`config.mk`:
```
export PLATFORM = sky130hd
export DESIGN_NAME = packed_int4_dot_product
export DESIGN_NICKNAME = d
export VERILOG_FILES = /design/src/hw/rtl/pid4_pkg.sv /design/src/hw/rtl/pid4_lane.sv /design/src/hw/rtl/pid4_merge.sv /design/src/hw/rtl/pid4_accum.sv /design/src/hw/rtl/pid4_fmt.sv /design/src/hw/rtl/packed_int4_dot_product.sv
export SDC_FILE = /design/constraint.sdc
export NUM_CORES = 1
export LEC_CHECK = 0
export BUFFER_PORTS_ARGS = -buffer_cell sky130_fd_sc_hd__buf_2
export CORE_MARGIN = 2
export CORE_UTILIZATION = 40
export CTS_CLUSTER_DIAMETER = 80
export DETAILED_ROUTE_END_ITERATION = 8
export GPL_ROUTABILITY_DRIVEN = 0
export PLACE_DENSITY = 0.54
export SYNTH_ARGS = -nofsm -noshare
export SYNTH_HDL_FRONTEND = slang
export SYNTH_SLANG_ARGS = --single-unit
```
`constraint.sdc`:
```
create_clock -name clk_i -period 6.9 [get_ports clk_i]
set_input_delay 0.345 -clock clk_i [delete_from_list [all_inputs] [get_ports clk_i]]
set_output_delay 0.345 -clock clk_i [all_outputs]
set_load 0.02 [all_outputs]
```
`src/hw/rtl/pid4_pkg.sv`:
```
// ----------------------------------------------------------------------------
// pid4_pkg
// Shared widths, constants and types of the packed int4 dot product block.
// ----------------------------------------------------------------------------
package pid4_pkg;

  localparam int BYTE_W     = 8;
  localparam int NIB_W      = 4;
  localparam int WORD_BYTES = 8;
  localparam int WORD_W     = WORD_BYTES * BYTE_W;
  localparam int LANE_BYTES = 8;
  localparam int NUM_LANES  = (LANE_BYTES < WORD_BYTES) ? LANE_BYTES : WORD_BYTES;
  localparam int VB_W       = 4;

  // one nibble product fits 8 bits signed, two of them 9 bits
  localparam int PROD_W = 2 * NIB_W + 1;
  localparam int SUM_W  = PROD_W + $clog2(NUM_LANES);
  localparam int ACC_W  = 21;
  localparam int F32_W  = 32;

  localparam int IN_FIELDS_W  = 2 * WORD_W + VB_W;
  localparam int IN_TDATA_W   = ((IN_FIELDS_W + BYTE_W - 1) / BYTE_W) * BYTE_W;
  localparam int OUT_FIELDS_W = ACC_W + F32_W + 1;
  localparam int OUT_TDATA_W  = ((OUT_FIELDS_W + BYTE_W - 1) / BYTE_W) * BYTE_W;

  localparam logic signed [ACC_W-1:0] ACC_MAX = {1'b0, {(ACC_W-1){1'b1}}};
  localparam logic signed [ACC_W-1:0] ACC_MIN = {1'b1, {(ACC_W-1){1'b0}}};

  typedef logic [NUM_LANES-1:0][PROD_W-1:0] lane_vec_t;

  typedef struct packed {
    logic signed [SUM_W-1:0] sum;
    logic                    last;
  } item_t;

  typedef struct packed {
    logic signed [ACC_W-1:0] sum;
    logic                    clip;
  } acc_res_t;

  typedef struct packed {
    logic                    saturated;
    logic [F32_W-1:0]        result_float;
    logic signed [ACC_W-1:0] dot_sum;
  } result_t;

endpackage

```
`src/hw/rtl/pid4_lane.sv`:
```
// ----------------------------------------------------------------------------
// pid4_lane
// One byte lane: low*low plus high*high of two packed signed nibble pairs.
// ----------------------------------------------------------------------------
module pid4_lane import pid4_pkg::*; (
  input  logic [BYTE_W-1:0]        lhs_i,
  input  logic [BYTE_W-1:0]        rhs_i,
  input  logic                     en_i,
  output logic signed [PROD_W-1:0] sum_o
);

  logic signed [2*NIB_W-1:0] prod_lo;
  logic signed [2*NIB_W-1:0] prod_hi;

  assign prod_lo = signed'(lhs_i[NIB_W-1:0]) * signed'(rhs_i[NIB_W-1:0]);
  assign prod_hi = signed'(lhs_i[BYTE_W-1:NIB_W]) * signed'(rhs_i[BYTE_W-1:NIB_W]);

  assign sum_o = en_i ? (PROD_W'(prod_lo) + PROD_W'(prod_hi)) : '0;

endmodule

```
`src/hw/rtl/pid4_merge.sv`:
```
// ----------------------------------------------------------------------------
// pid4_merge
// Registers the lane results and adds them into one item sum (two stages).
// ----------------------------------------------------------------------------
module pid4_merge import pid4_pkg::*; (
  input  logic      clk_i,
  input  logic      rst_ni,
  input  logic      in_valid_i,
  output logic      in_ready_o,
  input  lane_vec_t lane_sum_i,
  input  logic      in_last_i,
  output logic      out_valid_o,
  input  logic      out_ready_i,
  output item_t     out_o
);

  logic      lane_v_q;
  lane_vec_t lanes_q;
  logic      lane_last_q;
  logic      sum_v_q;
  item_t     item_q;
  logic      lane_rdy;
  logic      sum_rdy;
  logic signed [SUM_W-1:0] sum_d;

  assign sum_rdy  = !sum_v_q || out_ready_i;
  assign lane_rdy = !lane_v_q || sum_rdy;

  always_comb begin
    sum_d = '0;
    for (int i = 0; i < NUM_LANES; i++) begin
      sum_d = sum_d + SUM_W'(signed'(lanes_q[i]));
    end
  end

  always_ff @(posedge clk_i or negedge rst_ni) begin
    if (!rst_ni) begin
      lane_v_q <= 1'b0;
      sum_v_q  <= 1'b0;
    end else begin
      if (lane_rdy) lane_v_q <= in_valid_i;
      if (sum_rdy)  sum_v_q  <= lane_v_q;
    end
  end

  always_ff @(posedge clk_i) begin
    if (lane_rdy && in_valid_i) begin
      lanes_q     <= lane_sum_i;
      lane_last_q <= in_last_i;
    end
    if (sum_rdy && lane_v_q) begin
      item_q.sum  <= sum_d;
      item_q.last <= lane_last_q;
    end
  end

  assign in_ready_o  = lane_rdy;
  assign out_valid_o = sum_v_q;
  assign out_o       = item_q;

endmodule

```
`src/hw/rtl/pid4_accum.sv`:
```
// ----------------------------------------------------------------------------
// pid4_accum
// Saturating running sum; emits sum and clip flag on the last item.
// ----------------------------------------------------------------------------
module pid4_accum import pid4_pkg::*; (
  input  logic     clk_i,
  input  logic     rst_ni,
  input  logic     in_valid_i,
  output logic     in_ready_o,
  input  item_t    in_i,
  output logic     out_valid_o,
  input  logic     out_ready_i,
  output acc_res_t out_o
);

  logic signed [ACC_W-1:0] run_q, run_d;
  logic                    clip_q, clip_d;
  logic                    res_v_q;
  acc_res_t                res_q;
  logic signed [ACC_W:0]   ext_sum;
  logic                    take;

  assign in_ready_o = !in_i.last || !res_v_q || out_ready_i;
  assign take       = in_valid_i && in_ready_o;

  always_comb begin
    ext_sum = (ACC_W+1)'(run_q) + (ACC_W+1)'(in_i.sum);
    if (ext_sum[ACC_W] != ext_sum[ACC_W-1]) begin
      run_d  = ext_sum[ACC_W] ? ACC_MIN : ACC_MAX;
      clip_d = 1'b1;
    end else begin
      run_d  = ext_sum[ACC_W-1:0];
      clip_d = clip_q;
    end
  end

  always_ff @(posedge clk_i or negedge rst_ni) begin
    if (!rst_ni) begin
      run_q   <= '0;
      clip_q  <= 1'b0;
      res_v_q <= 1'b0;
    end else begin
      if (out_ready_i) res_v_q <= 1'b0;
      if (take) begin
        if (in_i.last) begin
          run_q   <= '0;
          clip_q  <= 1'b0;
          res_v_q <= 1'b1;
        end else begin
          run_q  <= run_d;
          clip_q <= clip_d;
        end
      end
    end
  end

  always_ff @(posedge clk_i) begin
    if (take && in_i.last) begin
      res_q.sum  <= run_d;
      res_q.clip <= clip_d;
    end
  end

  assign out_valid_o = res_v_q;
  assign out_o       = res_q;

endmodule

```
`src/hw/rtl/pid4_fmt.sv`:
```
// ----------------------------------------------------------------------------
// pid4_fmt
// Optional saturating negation, then exact int to float32 conversion.
// ----------------------------------------------------------------------------
module pid4_fmt import pid4_pkg::*; (
  input  logic     clk_i,
  input  logic     rst_ni,
  input  logic     negate_i,
  input  logic     in_valid_i,
  output logic     in_ready_o,
  input  acc_res_t in_i,
  output logic     out_valid_o,
  input  logic     out_ready_i,
  output result_t  out_o
);

  localparam int POS_W  = $clog2(ACC_W);
  localparam int MAN_W  = 23;
  localparam int EXP_W  = 8;
  localparam int F32_BIAS = 127;

  logic                    neg_v_q;
  logic signed [ACC_W-1:0] val_q;
  logic                    sat_q;
  logic                    nz_q;
  logic                    res_v_q;
  result_t                 res_q;
  logic                    neg_rdy;
  logic                    res_rdy;

  logic signed [ACC_W:0]   neg_ext;
  logic signed [ACC_W-1:0] val_d;
  logic                    sat_d;

  logic [ACC_W-1:0]        mag;
  logic [POS_W-1:0]        pos;
  logic [F32_W-1:0]        shifted;
  logic [EXP_W-1:0]        exp_bits;
  logic [F32_W-1:0]        float_d;

  assign res_rdy = !res_v_q || out_ready_i;
  assign neg_rdy = !neg_v_q || res_rdy;

  always_comb begin
    neg_ext = -((ACC_W+1)'(in_i.sum));
    val_d   = in_i.sum;
    sat_d   = in_i.clip;
    if (negate_i) begin
      if (neg_ext[ACC_W] != neg_ext[ACC_W-1]) begin
        val_d = ACC_MAX;
        sat_d = 1'b1;
      end else begin
        val_d = neg_ext[ACC_W-1:0];
      end
    end
  end

  always_comb begin
    mag = val_q[ACC_W-1] ? (~val_q + 1'b1) : val_q;
    pos = '0;
    for (int i = 0; i < ACC_W; i++) begin
      if (mag[i]) pos = POS_W'(i);
    end
    shifted  = F32_W'(mag) << (POS_W'(MAN_W) - pos);
    exp_bits = EXP_W'(F32_BIAS) + EXP_W'(pos);
    if (val_q == '0) begin
      float_d = {nz_q, {(F32_W-1){1'b0}}};
    end else begin
      float_d = {val_q[ACC_W-1], exp_bits, shifted[MAN_W-1:0]};
    end
  end

  always_ff @(posedge clk_i or negedge rst_ni) begin
    if (!rst_ni) begin
      neg_v_q <= 1'b0;
      res_v_q <= 1'b0;
    end else begin
      if (neg_rdy) neg_v_q <= in_valid_i;
      if (res_rdy) res_v_q <= neg_v_q;
    end
  end

  always_ff @(posedge clk_i) begin
    if (neg_rdy && in_valid_i) begin
      val_q <= val_d;
      sat_q <= sat_d;
      nz_q  <= negate_i;
    end
    if (res_rdy && neg_v_q) begin
      res_q.dot_sum      <= val_q;
      res_q.result_float <= float_d;
      res_q.saturated    <= sat_q;
    end
  end

  assign in_ready_o  = neg_rdy;
  assign out_valid_o = res_v_q;
  assign out_o       = res_q;

endmodule

```
`src/hw/rtl/packed_int4_dot_product.sv`:
```
// ----------------------------------------------------------------------------
// packed_int4_dot_product
// Streaming dot product of packed signed 4-bit vectors, int and float32 out.
// ----------------------------------------------------------------------------
// channel  dir  handshake                    payload
// s_axis   in   s_axis_tvalid/s_axis_tready  tdata: lhs, rhs, valid bytes; tlast
// m_axis   out  m_axis_tvalid/m_axis_tready  tdata: dot_sum, float, saturated
// cfg      in   cfg_we_i                     cfg_wdata_i: negate_result
//
// One input transfer per cycle while s_axis_tready is high; the accumulator add and clip is the loop.
// m_axis_tvalid rises once the tlast transfer has passed the lane, item sum,
// accumulator result, negate and float result registers in that order.
// Reset clears all stage valids, the running sum, clip flag and mode bit.
// Backpressure moves stage by stage; non-last transfers keep flowing while
// a result waits on m_axis.
// ----------------------------------------------------------------------------
module packed_int4_dot_product import pid4_pkg::*; (
  input  logic                   clk_i,
  input  logic                   rst_ni,
  input  logic                   s_axis_tvalid,
  output logic                   s_axis_tready,
  // [63:0] lhs_word, [127:64] rhs_word, [131:128] valid_bytes, rest zero
  input  logic [IN_TDATA_W-1:0]  s_axis_tdata,
  input  logic                   s_axis_tlast,
  output logic                   m_axis_tvalid,
  input  logic                   m_axis_tready,
  // [20:0] dot_sum, [52:21] result_float, [53] saturated, rest zero
  output logic [OUT_TDATA_W-1:0] m_axis_tdata,
  input  logic                   cfg_we_i,
  input  logic                   cfg_wdata_i
);

  logic      negate_q;
  lane_vec_t lane_sum;
  logic [VB_W-1:0] valid_bytes;
  logic      item_v, item_rdy;
  item_t     item;
  logic      acc_v, acc_rdy;
  acc_res_t  acc_res;
  result_t   res;

  always_ff @(posedge clk_i or negedge rst_ni) begin
    if (!rst_ni) begin
      negate_q <= 1'b0;
    end else if (cfg_we_i) begin
      negate_q <= cfg_wdata_i;
    end
  end

  assign valid_bytes = s_axis_tdata[2*WORD_W +: VB_W];

  for (genvar g = 0; g < NUM_LANES; g++) begin : g_lane
    pid4_lane u_lane (
      .lhs_i (s_axis_tdata[g*BYTE_W +: BYTE_W]),
      .rhs_i (s_axis_tdata[WORD_W + g*BYTE_W +: BYTE_W]),
      .en_i  (valid_bytes > VB_W'(g)),
      .sum_o (lane_sum[g])
    );
  end

  pid4_merge u_merge (
    .clk_i       (clk_i),
    .rst_ni      (rst_ni),
    .in_valid_i  (s_axis_tvalid),
    .in_ready_o  (s_axis_tready),
    .lane_sum_i  (lane_sum),
    .in_last_i   (s_axis_tlast),
    .out_valid_o (item_v),
    .out_ready_i (item_rdy),
    .out_o       (item)
  );

  pid4_accum u_accum (
    .clk_i       (clk_i),
    .rst_ni      (rst_ni),
    .in_valid_i  (item_v),
    .in_ready_o  (item_rdy),
    .in_i        (item),
    .out_valid_o (acc_v),
    .out_ready_i (acc_rdy),
    .out_o       (acc_res)
  );

  pid4_fmt u_fmt (
    .clk_i       (clk_i),
    .rst_ni      (rst_ni),
    .negate_i    (negate_q),
    .in_valid_i  (acc_v),
    .in_ready_o  (acc_rdy),
    .in_i        (acc_res),
    .out_valid_o (m_axis_tvalid),
    .out_ready_i (m_axis_tready),
    .out_o       (res)
  );

  assign m_axis_tdata = {(OUT_TDATA_W-OUT_FIELDS_W)'(0), res};

endmodule

```
-- Word-level counts from Yosys, hierarchy flattened
Index checks and enable logic that the tools add are counted.
- flip-flop bits (word level): 213
- input port bits: 143
- output and inout bits: 58
- logic and storage cells: 129
- add/sub/neg operators: 20
- multiply operators: 16
- order comparisons: 8
- equal/unequal tests: 2
- shift operators: 1
- muxes and demuxes: 34
- bitwise logic cells: 1
- reduce and logical (&&, ||, !) cells: 19
- operators with widths (cell ; number):
    $mul A4 B4 Y8 ; 16
    $mux W21 ; 6
    $add A8 B8 Y9 ; 8
    $add A12 B9 Y12 ; 5
    $mux W32 ; 1
    $mux W4 ; 8
    $mux W5 ; 5
    $shl A21 B5 Y23 ; 1
    $add A21 B12 Y22 ; 1
    $neg A21 Y22 ; 1
    $add A21 B1 Y21 const B ; 1
    $logic_not A21 Y1 ; 1
    $not A21 Y21 ; 1
    $gt A4 B3 Y1 const B ; 4
    $mux W3 ; 4
    $add A10 B9 Y11 ; 1
    $add A9 B9 Y10 ; 1
    $add A7 B5 Y8 const A ; 1
    $gt A4 B1 Y1 const B ; 2
    $gt A4 B2 Y1 const B ; 2
    $mux W1 ; 8
    $logic_and A1 B1 Y1 ; 6
    $logic_not A1 Y1 ; 6
    $logic_or A1 B1 Y1 ; 6
    3 further kinds ; 5

-- Depth between registers and ports, before layout
Gate-level depths: netlist (run 1).
- word-level depth: 26
- gate-level depth with buffers: 21
- gate-level depth less buffers: 21

-- Modules after synthesis
From an unflattened synthesis (run 1), not the netlist that was laid out.
- cells, all modules: 2648
- area, all modules: 26339.0 um2
- by module, submodules not included (module ; times used ; cells each ; area an instance (um2) ; seq. area each (um2)):
    pid4_lane (g_lane[0].u_lane ...) ; 4 ; 198 ; 1694.1 ; 0.0
    pid4_fmt ; 1 ; 533 ; 5358.9 ; 2362.3
    pid4_merge ; 1 ; 290 ; 4586.9 ; 2632.5
    pid4_accum ; 1 ; 265 ; 2881.5 ; 1236.2
    pid4_lane (g_lane[4].u_lane) ; 1 ; 193 ; 1667.8 ; 0.0
    pid4_lane (g_lane[6].u_lane) ; 1 ; 187 ; 1656.6 ; 0.0
    pid4_lane (g_lane[7].u_lane) ; 1 ; 187 ; 1647.8 ; 0.0
    pid4_lane (g_lane[5].u_lane) ; 1 ; 187 ; 1644.1 ; 0.0
    packed_int4_dot_product ; 1 ; 14 ; 118.9 ; 25.0

-- Worst setup path after synthesis (run 1)
Ideal clock, no wire load.
- kind: register to register
- from: reg u_merge.lanes_q[1] (netlist bit)
- to: reg u_merge.item_q, in the netlist u_merge.out_o[12], data pin
- library setup time: 0.260 ns
- data arrival time: 4.781 ns
- data required time: 6.640 ns
- slack: 1.859 ns
- stages on the path, launching flop included: 20
- buffers on the path: 0
- clock period less this slack: 5.041 ns
- cell sequence: edfxtp_1 -> fa_1 -> ha_1 -> fa_1 -> xor2_1 -> fa_1 -> inv_1 -> fa_1 -> fa_1 -> inv_1 -> ha_1 -> a21o_1 -> a21oi_1 -> o21bai_1 -> a21oi_1 -> o21bai_1 -> a21oi_1 -> o21bai_1 -> a21oi_1 -> xnor2_1
- word-level cells in the longest chain between the ends: 7
- RTL lines (element ; RTL line ; text):
    start: declaration ; pid4_merge.sv:18 ; lane_vec_t lanes_q;
    start signal: assignment ; pid4_merge.sv:48 ; lanes_q <= lane_sum_i;
    $add A9 B9 Y10 ; pid4_merge.sv:32 ; sum_d = sum_d + SUM_W'(signed'(lanes_q[i]));
    $add A10 B9 Y11 ; pid4_merge.sv:32 ;
    $add A12 B9 Y12 (5 in series) ; pid4_merge.sv:32 ;
    via u_merge.sum_d[11] ; pid4_merge.sv:24 ; logic signed [SUM_W-1:0] sum_d;
    end: declaration ; pid4_merge.sv:21 ; item_t item_q;
The timed path passes the listed nets, and every way through them passes these cells.
A chain may end at the register's enable or synchronous reset.

-- Final worst setup path (run 1)
- from: reg u_accum.res_q, in the netlist u_accum.out_o[2]
- to: reg u_fmt.val_q[14], data pin
- word-level cells in the longest chain between the ends: 4
- RTL lines (element ; RTL line ; text):
    start: declaration ; pid4_accum.sv:19 ; acc_res_t res_q;
    $neg A21 Y22 * ; pid4_fmt.sv:45 ; neg_ext = -((ACC_W+1)'(in_i.sum));
    $ne A1 B1 Y1 ; pid4_fmt.sv:49 ; if (neg_ext[ACC_W] != neg_ext[ACC_W-1]) begin
    $mux W21 * ; pid4_fmt.sv:49 ;
    $mux W21 * ; pid4_fmt.sv:48 ; if (negate_i) begin
    via u_fmt.val_d[14] ; pid4_fmt.sv:32 ; logic signed [ACC_W-1:0] val_d;
    end signal: assignment ; pid4_fmt.sv:85 ; val_q <= val_d;
    end: declaration ; pid4_fmt.sv:23 ; logic signed [ACC_W-1:0] val_q;
Mark *: on every way through the listed nets, which the timed path passes. The rest lies on a longest branch.

==> results of run 1 <==
-- sequential cells by signal, indices dropped and copies added (netlist names), 13 cells and up --
name             count
u_merge.lanes_q     72
u_fmt.out_o         54
u_merge.out_o       13
u_accum.run_q       21
u_fmt.val_q         21
u_accum.out_o       22
-- per-stage QoR --
step | setup WS, ps | hold WS, ps | cell area (um^2) | util (%) | cells
2_1_floorplan | 1860 | 49.4 | 24800 | - | 2423
3_3_place_gp | 1240 | 405 | 26500 | 43.2 | 3357
3_5_place_dp | 1120 | 409 | 26500 | 43.2 | 3357
4_1_cts | 1110 | 13.3 | 27400 | 44.6 | 3409
5_1_grt | 661 | 22.9 | 27400 | 44.6 | 3409
6_report | 1120 | 43.1 | 27400 | 44.6 | 3409
-- layout make-up --
cell class / count / area share, %
clock buffers: 29 / 2.41
clock inverters: 19 / 0.698
inverters: 323 / 4.42
multi-input cells: 1822 / 62.0
flip-flops and latches: 213 / 22.8
well taps: 790 / 3.60
repair buffers: 213 / 4.10
-- metal layers --
layer,global-route usage (%),vias to the layer above,wire [um]
met3,1.78,64,1710
met2,32.1,271,28300
met5,0,-,37
li1,-,8441,-
met4,3.50,6,960
met1,21.0,8500,21900
-- worst paths after layout --
check / end / slack, ps / cells past startpoint
max: u_fmt.val_q[14]$_DFFE_PP_ / 1120 / 19
min: negate_q$_DFFE_PN0P_ / 40 / 2
max reg2reg: u_fmt.val_q[14]$_DFFE_PP_ / 1120 / 19
min reg2reg: u_fmt.out_o[53]$_DFFE_PP_ / 420 / 0
max in group asynchronous: u_accum.run_q[6]$_DFFE_PN0P_ / 5980 / 2
min in group asynchronous: u_accum.run_q[15]$_DFFE_PN0P_ / 400 / 2
-- logic make-up after synthesis --
group	count (synthesis)
compound gates	377
mux	42
other cells	1
simple gates	695
flops	213
fa+ha+maj	542
xor+xnor	164
buf+inv	388
-- worst max-delay path: cells and delay by family, from the launching register on --
kind	cells	cell delay, ps
flops	1	430
buf+inv	3	330
compound gates	1	90
simple gates	12	4080
fa+ha+maj	2	410
xor+xnor	1	160
-- placed cells by master, fill, tap and decap left out, drive strengths merged, types with 5 or more instances in the layout --
cell / netlist / routed
nand2b: 65 / 65
nor2b: 35 / 35
or3: 24 / 24
xor2: 37 / 37
mux2i: 21 / 21
edfxtp: 185 / 185
and3: 9 / 9
nor4: 10 / 10
buf: 19 / 209
a211oi: 7 / 7
dfrtp: 28 / 28
mux2: 21 / 21
nor2: 130 / 130
a21boi: 5 / 5
a31oi: 12 / 12
and2: 145 / 145
o211ai: 10 / 10
clkinv: 1 / 11
maj3: 12 / 12
a21o: 68 / 68
xnor2: 127 / 127
nor3: 43 / 43
inv: 322 / 325
clkbuf: 46 / 29
nand3: 14 / 14
o31ai: 6 / 6
o22ai: 10 / 10
o21bai: 12 / 12
nor3b: 7 / 7
nand2: 171 / 171
or4: 13 / 13
nand4: 7 / 7
fa: 301 / 301
o21ai: 106 / 106
a21oi: 73 / 73
o21a: 22 / 22
or2: 17 / 17
ha: 229 / 229
a41oi: 7 / 7
==> results.toml, run 1 <==
[setup_path]
cp-start-kind = "flip-flop"
r2r-start = "u_accum.out_o[2]$_DFFE_PP_"
critPathMaxStageDelay_ps = 820
crit_path_start = "u_accum.out_o[2]$_DFFE_PP_"
cp_common_cell = "or3_1"
cp.arrival_ps = 6070
crit_chain = "inv_1, ha_1, inv_1, or3_1, or3_1, or3_1, or3_1, or3_1, or3_1, or3_1, or3_1, nor3_1, xnor2_1, ha_1, buf_4, nor2b_1, nand2_1, nand2_1, o21ai_0"
worstSetupPathType = "reg -> reg"
end_kind = "flip-flop"
cp_max_fo = 21
cp.required_ps = 7190
crit_slowest_cell = "nor2b_1"

[timing]
setup_violations = 0
maxSlewViolCount = 0
setup_tns_ps = 0
finalHoldViolations = 0
relSlewSlack_pct = 29.8
max_slew.worst_pin.slew_ps = 1050
min_period_over_period_pct = 83.8
fmax_mhz = 173
period_needed_ps = 5780
rsz0062_at_grt = "no"
finClkSkew_ps = 31.9

[clocking]
cts_made_buffers = 26
h-tree-depth = 1
cts_hold_buf = 4
clockBufferDepth = 3
ctsRootBufferMaster = "clkbuf_16"
worstSkewPairLatency_ps = 550
cts_resized = 0
cts.sinks = 213
cts_tree = "yes"
path_clk_slew_ps = 60
post_cts_buffers = 0

[logic_synthesis]
synth_fa_ha_area_share_pct = 36.4
syn_avg_cell_area_um2 = 10.2
synth_cell_types = 87
synth_compound_area_share_pct = 10.0
synth_top_cell_area_share_pct = 24.4
ys_ff_latch = 213
async_flop_share_pct = 13.1
yosysTopAreaCell = "fa_1"
synth_top_family_by_area = "adder cells"
synthFlopType = "edfxtp_1"
syn_inst = 2422
synth_area_um2 = 24700
synth_xor_area_share_pct = 5.80
synth_edf_count = 185
synth_common_cells = "320 x inv_1, 301 x fa_1, 229 x ha_1"
yosys.area_share.simple_pct = 14.5
yosys-top-cells-area = "fa_1 24%, edfxtp_1 22%, ha_1 12%"
synth_most_common_cell = "inv_1"
ys_warn_count = 0
yosysSeqAreaShare_pct = 25.3
synthMuxAreaShare_pct = 1.87

[global_route]
grt_pass1_vias = 18272
antenna_found_initial = 3
grt_remaining_overflow = 0
grt_usage_pct = 17.1
grt_pass1_wl_um = 89500
grt_max_degree = 74

[route]
avgViaCountPerCell = 5.07
num_vias = 17282
ant_nets = 0
routedWlPerCell_um = 15.5
drt_iter0_markers = 846
drc = 0
wl_um = 52900
firstDrtPassIters = 5

[status]
outcome = "finished, final reports clean"

[floorplan]
io-pin-count = 201
die_w_um = 253
num_rows = 91
initial_core_util_pct = 40.2
dieHeight_um = 253
dieArea_um2 = 63900
coreArea_um2 = 61500

[layout]
diodes = 0
layout-drive-gt1-share_pct = 11.6
fin_nets = 3272
seq_area_um2 = 6260
syn_to_final_growth_pct = 10.9
multi_input_area_um2 = 17000
n_fill_cell = 5910

[job]
drv_cap = 0

[placed_design]
dp_hpwl_um = 44100
place.port_buffers = 194

[worst_hold_path]
min_path_type = "in -> reg"
worstHoldStart = "cfg_we_i"
Power of run 1 is not shown: default switching activity piles up to over one toggle a cycle in this logic, so the estimate is an artifact.
==> run 2: changes to the inputs <==
- clock period: 6.9 -> 6.05 ns (I/O delays scaled with it)
==> run 2 against run 1 <==
Via count shrank 1.4%. Final area grew 0.36%. Flip-flop and latch count stayed put. Worst hold slack improved by 3.1 ps. Non-clock buffer count is 4 higher. Critical path depth unchanged. Global-route usage hardly changed. First-iteration DRC count decreased by 6.9%. Count of clock-buffer cells in the layout is 6 higher. Die area did not move. Register-to-register slack got worse by 350 ps.
==> results.toml, run 2 (synthesized netlist as in run 1, its figures left out) <==
[timing]
finalHoldViolations = 0
max_slew.worst_pin.slew_ps = 1190
finClkSkew_ps = 31.1
fmax_mhz = 189
min_period_over_period_pct = 87.2
rsz0062_at_grt = "no"
relSlewSlack_pct = 20.0
period_needed_ps = 5280
setup_violations = 0
setup_tns_ps = 0
maxSlewViolCount = 0
worst_hold_slack_ps = 46.2

[setup_path]
crit_slowest_cell = "fa_1"
cp_common_cell = "fa_1"
cp.arrival_ps = 5550
worstSetupPathType = "reg -> reg"
crit_chain = "fa_1, ha_1, fa_1, xor2_1, fa_1, inv_1, fa_1, fa_1, inv_1, ha_1, a21o_1, a21oi_1, o21bai_1, a21oi_1, o21bai_1, a21oi_1, o21bai_1, a21oi_1, xnor2_1"
cp-start-kind = "flip-flop"
cp_max_fo = 2
end_kind = "flip-flop"
cp.required_ps = 6320
path_buf_inv = 2
crit_family = "adder cells"
critPathMaxStageDelay_ps = 610

[floorplan]
num_rows = 91
dieHeight_um = 253
initial_core_util_pct = 40.2
coreArea_um2 = 61500
io-pin-count = 201
die_w_um = 253
dieArea_um2 = 63900

[layout]
top_register = "u_merge.lanes_q"
mostFrequentLayoutCells = "320 x inv_1, 301 x fa_1, 229 x ha_1, 194 x buf_2, 185 x edfxtp_1"
syn_to_final_growth_pct = 11.2
final_common_cell = "inv_1"
layout-drive-gt1-share_pct = 11.9
fin_nets = 3276
n_fill_cell = 5913
largest_reg_flops = 72

[clocking]
ctsRootBufferMaster = "clkbuf_16"
h-tree-depth = 1
path_clk_slew_ps = 60
cts_tree = "yes"
cts_made_buffers = 26
worstSkewPairLatency_ps = 550
clockBufferDepth = 3
cts.sinks = 213
cts_resized = 0

[route]
num_vias = 17047
firstDrtPassIters = 8
drt_iter0_markers = 788
routedWlPerCell_um = 15.5
avgViaCountPerCell = 4.99
ant_nets = 0
drc = 0
wl_um = 53000

[global_route]
antenna_found_initial = 4
grt_remaining_overflow = 0
grt_pass1_vias = 18401
grt_usage_pct = 17.1
grt_pass1_wl_um = 89700
grt_max_degree = 66

[status]
outcome = "finished, final reports clean"

[placed_design]
dp_hpwl_um = 44800
place.port_buffers = 194

[job]
drv_cap = 0

[worst_hold_path]
min_path_type = "in -> reg"
-- run 2: worst paths after layout --
path / start / end / slack [ps] / cells after the start
max: u_merge.lanes_q[1]$_SDFFCE_PP0P_ / u_merge.out_o[12]$_DFFE_PP_ / 770 / 19
min: m_axis_tready / u_fmt.out_valid_o$_DFFE_PN0P_ / 50 / 3
max reg2reg: u_merge.lanes_q[1]$_SDFFCE_PP0P_ / u_merge.out_o[12]$_DFFE_PP_ / 770 / 19
min reg2reg: u_fmt.sat_q$_DFFE_PP_ / u_fmt.out_o[53]$_DFFE_PP_ / 420 / 0
max in group asynchronous: rst_ni / u_accum.run_q[8]$_DFFE_PN0P_ / 5210 / 2
min in group asynchronous: rst_ni / u_accum.run_q[15]$_DFFE_PN0P_ / 350 / 2
-- run 2: stage by stage --
step | std cells | util (%) | worst slack, ps | instance area (um^2)
3_3_place_gp | 3360 | 43.2 | 753 | 26600
4_1_cts | 3412 | 44.8 | 743 | 27500
5_1_grt | 3413 | 44.8 | 390 | 27500
6_report | 3413 | 44.8 | 772 | 27500
2_1_floorplan | 2423 | - | 1010 | 24800
3_5_place_dp | 3360 | 43.2 | 748 | 26600
-- run 2: worst reg2reg max path, stage by stage (launching register included) --
cell      delay [ps]
edfxtp_1         390
fa_1             490
ha_1             250
fa_1             400
xor2_1           170
fa_1             480
inv_1             50
fa_1             500
fa_1             610
inv_1             60
ha_1             280
a21o_1           180
a21oi_1          210
o21bai_1          80
a21oi_1          220
o21bai_1          90
a21oi_1          230
o21bai_1          90
a21oi_1          170
xnor2_1           80
-- run 2: timing repair --
item                                    CTS  global route
hold buffers                              5             0
buffers inserted                          0             0
endpoints found under the hold margin    31             0
endpoints found under the setup margin    0             0
-- run 2: routing by layer --
metal	share of wire [%]	vias up	track usage [%]
met3	3.2	70	1.96
met4	1.9	6	3.57
met1	42	8244	20.8
met2	53	283	32.2
met5	0.064	-	0
li1	-	8444	-
-- run 2: area by class of cell --
| cell class | count | area [um^2] | share of cell area [%] |
|---|---|---|---|
| flip-flops and latches | 213 | 6260 | 22.7 |
| multi-input cells | 1822 | 17000 | 61.7 |
| well taps | 790 | 988 | 3.59 |
| repair buffers | 217 | 1160 | 4.20 |
| clock inverters | 12 | 170 | 0.618 |
| clock buffers | 35 | 746 | 2.71 |
| diodes | 1 | 2.50 | 0.00909 |
| inverters | 323 | 1210 | 4.40 |
Power of run 2 is left out for the same reason.
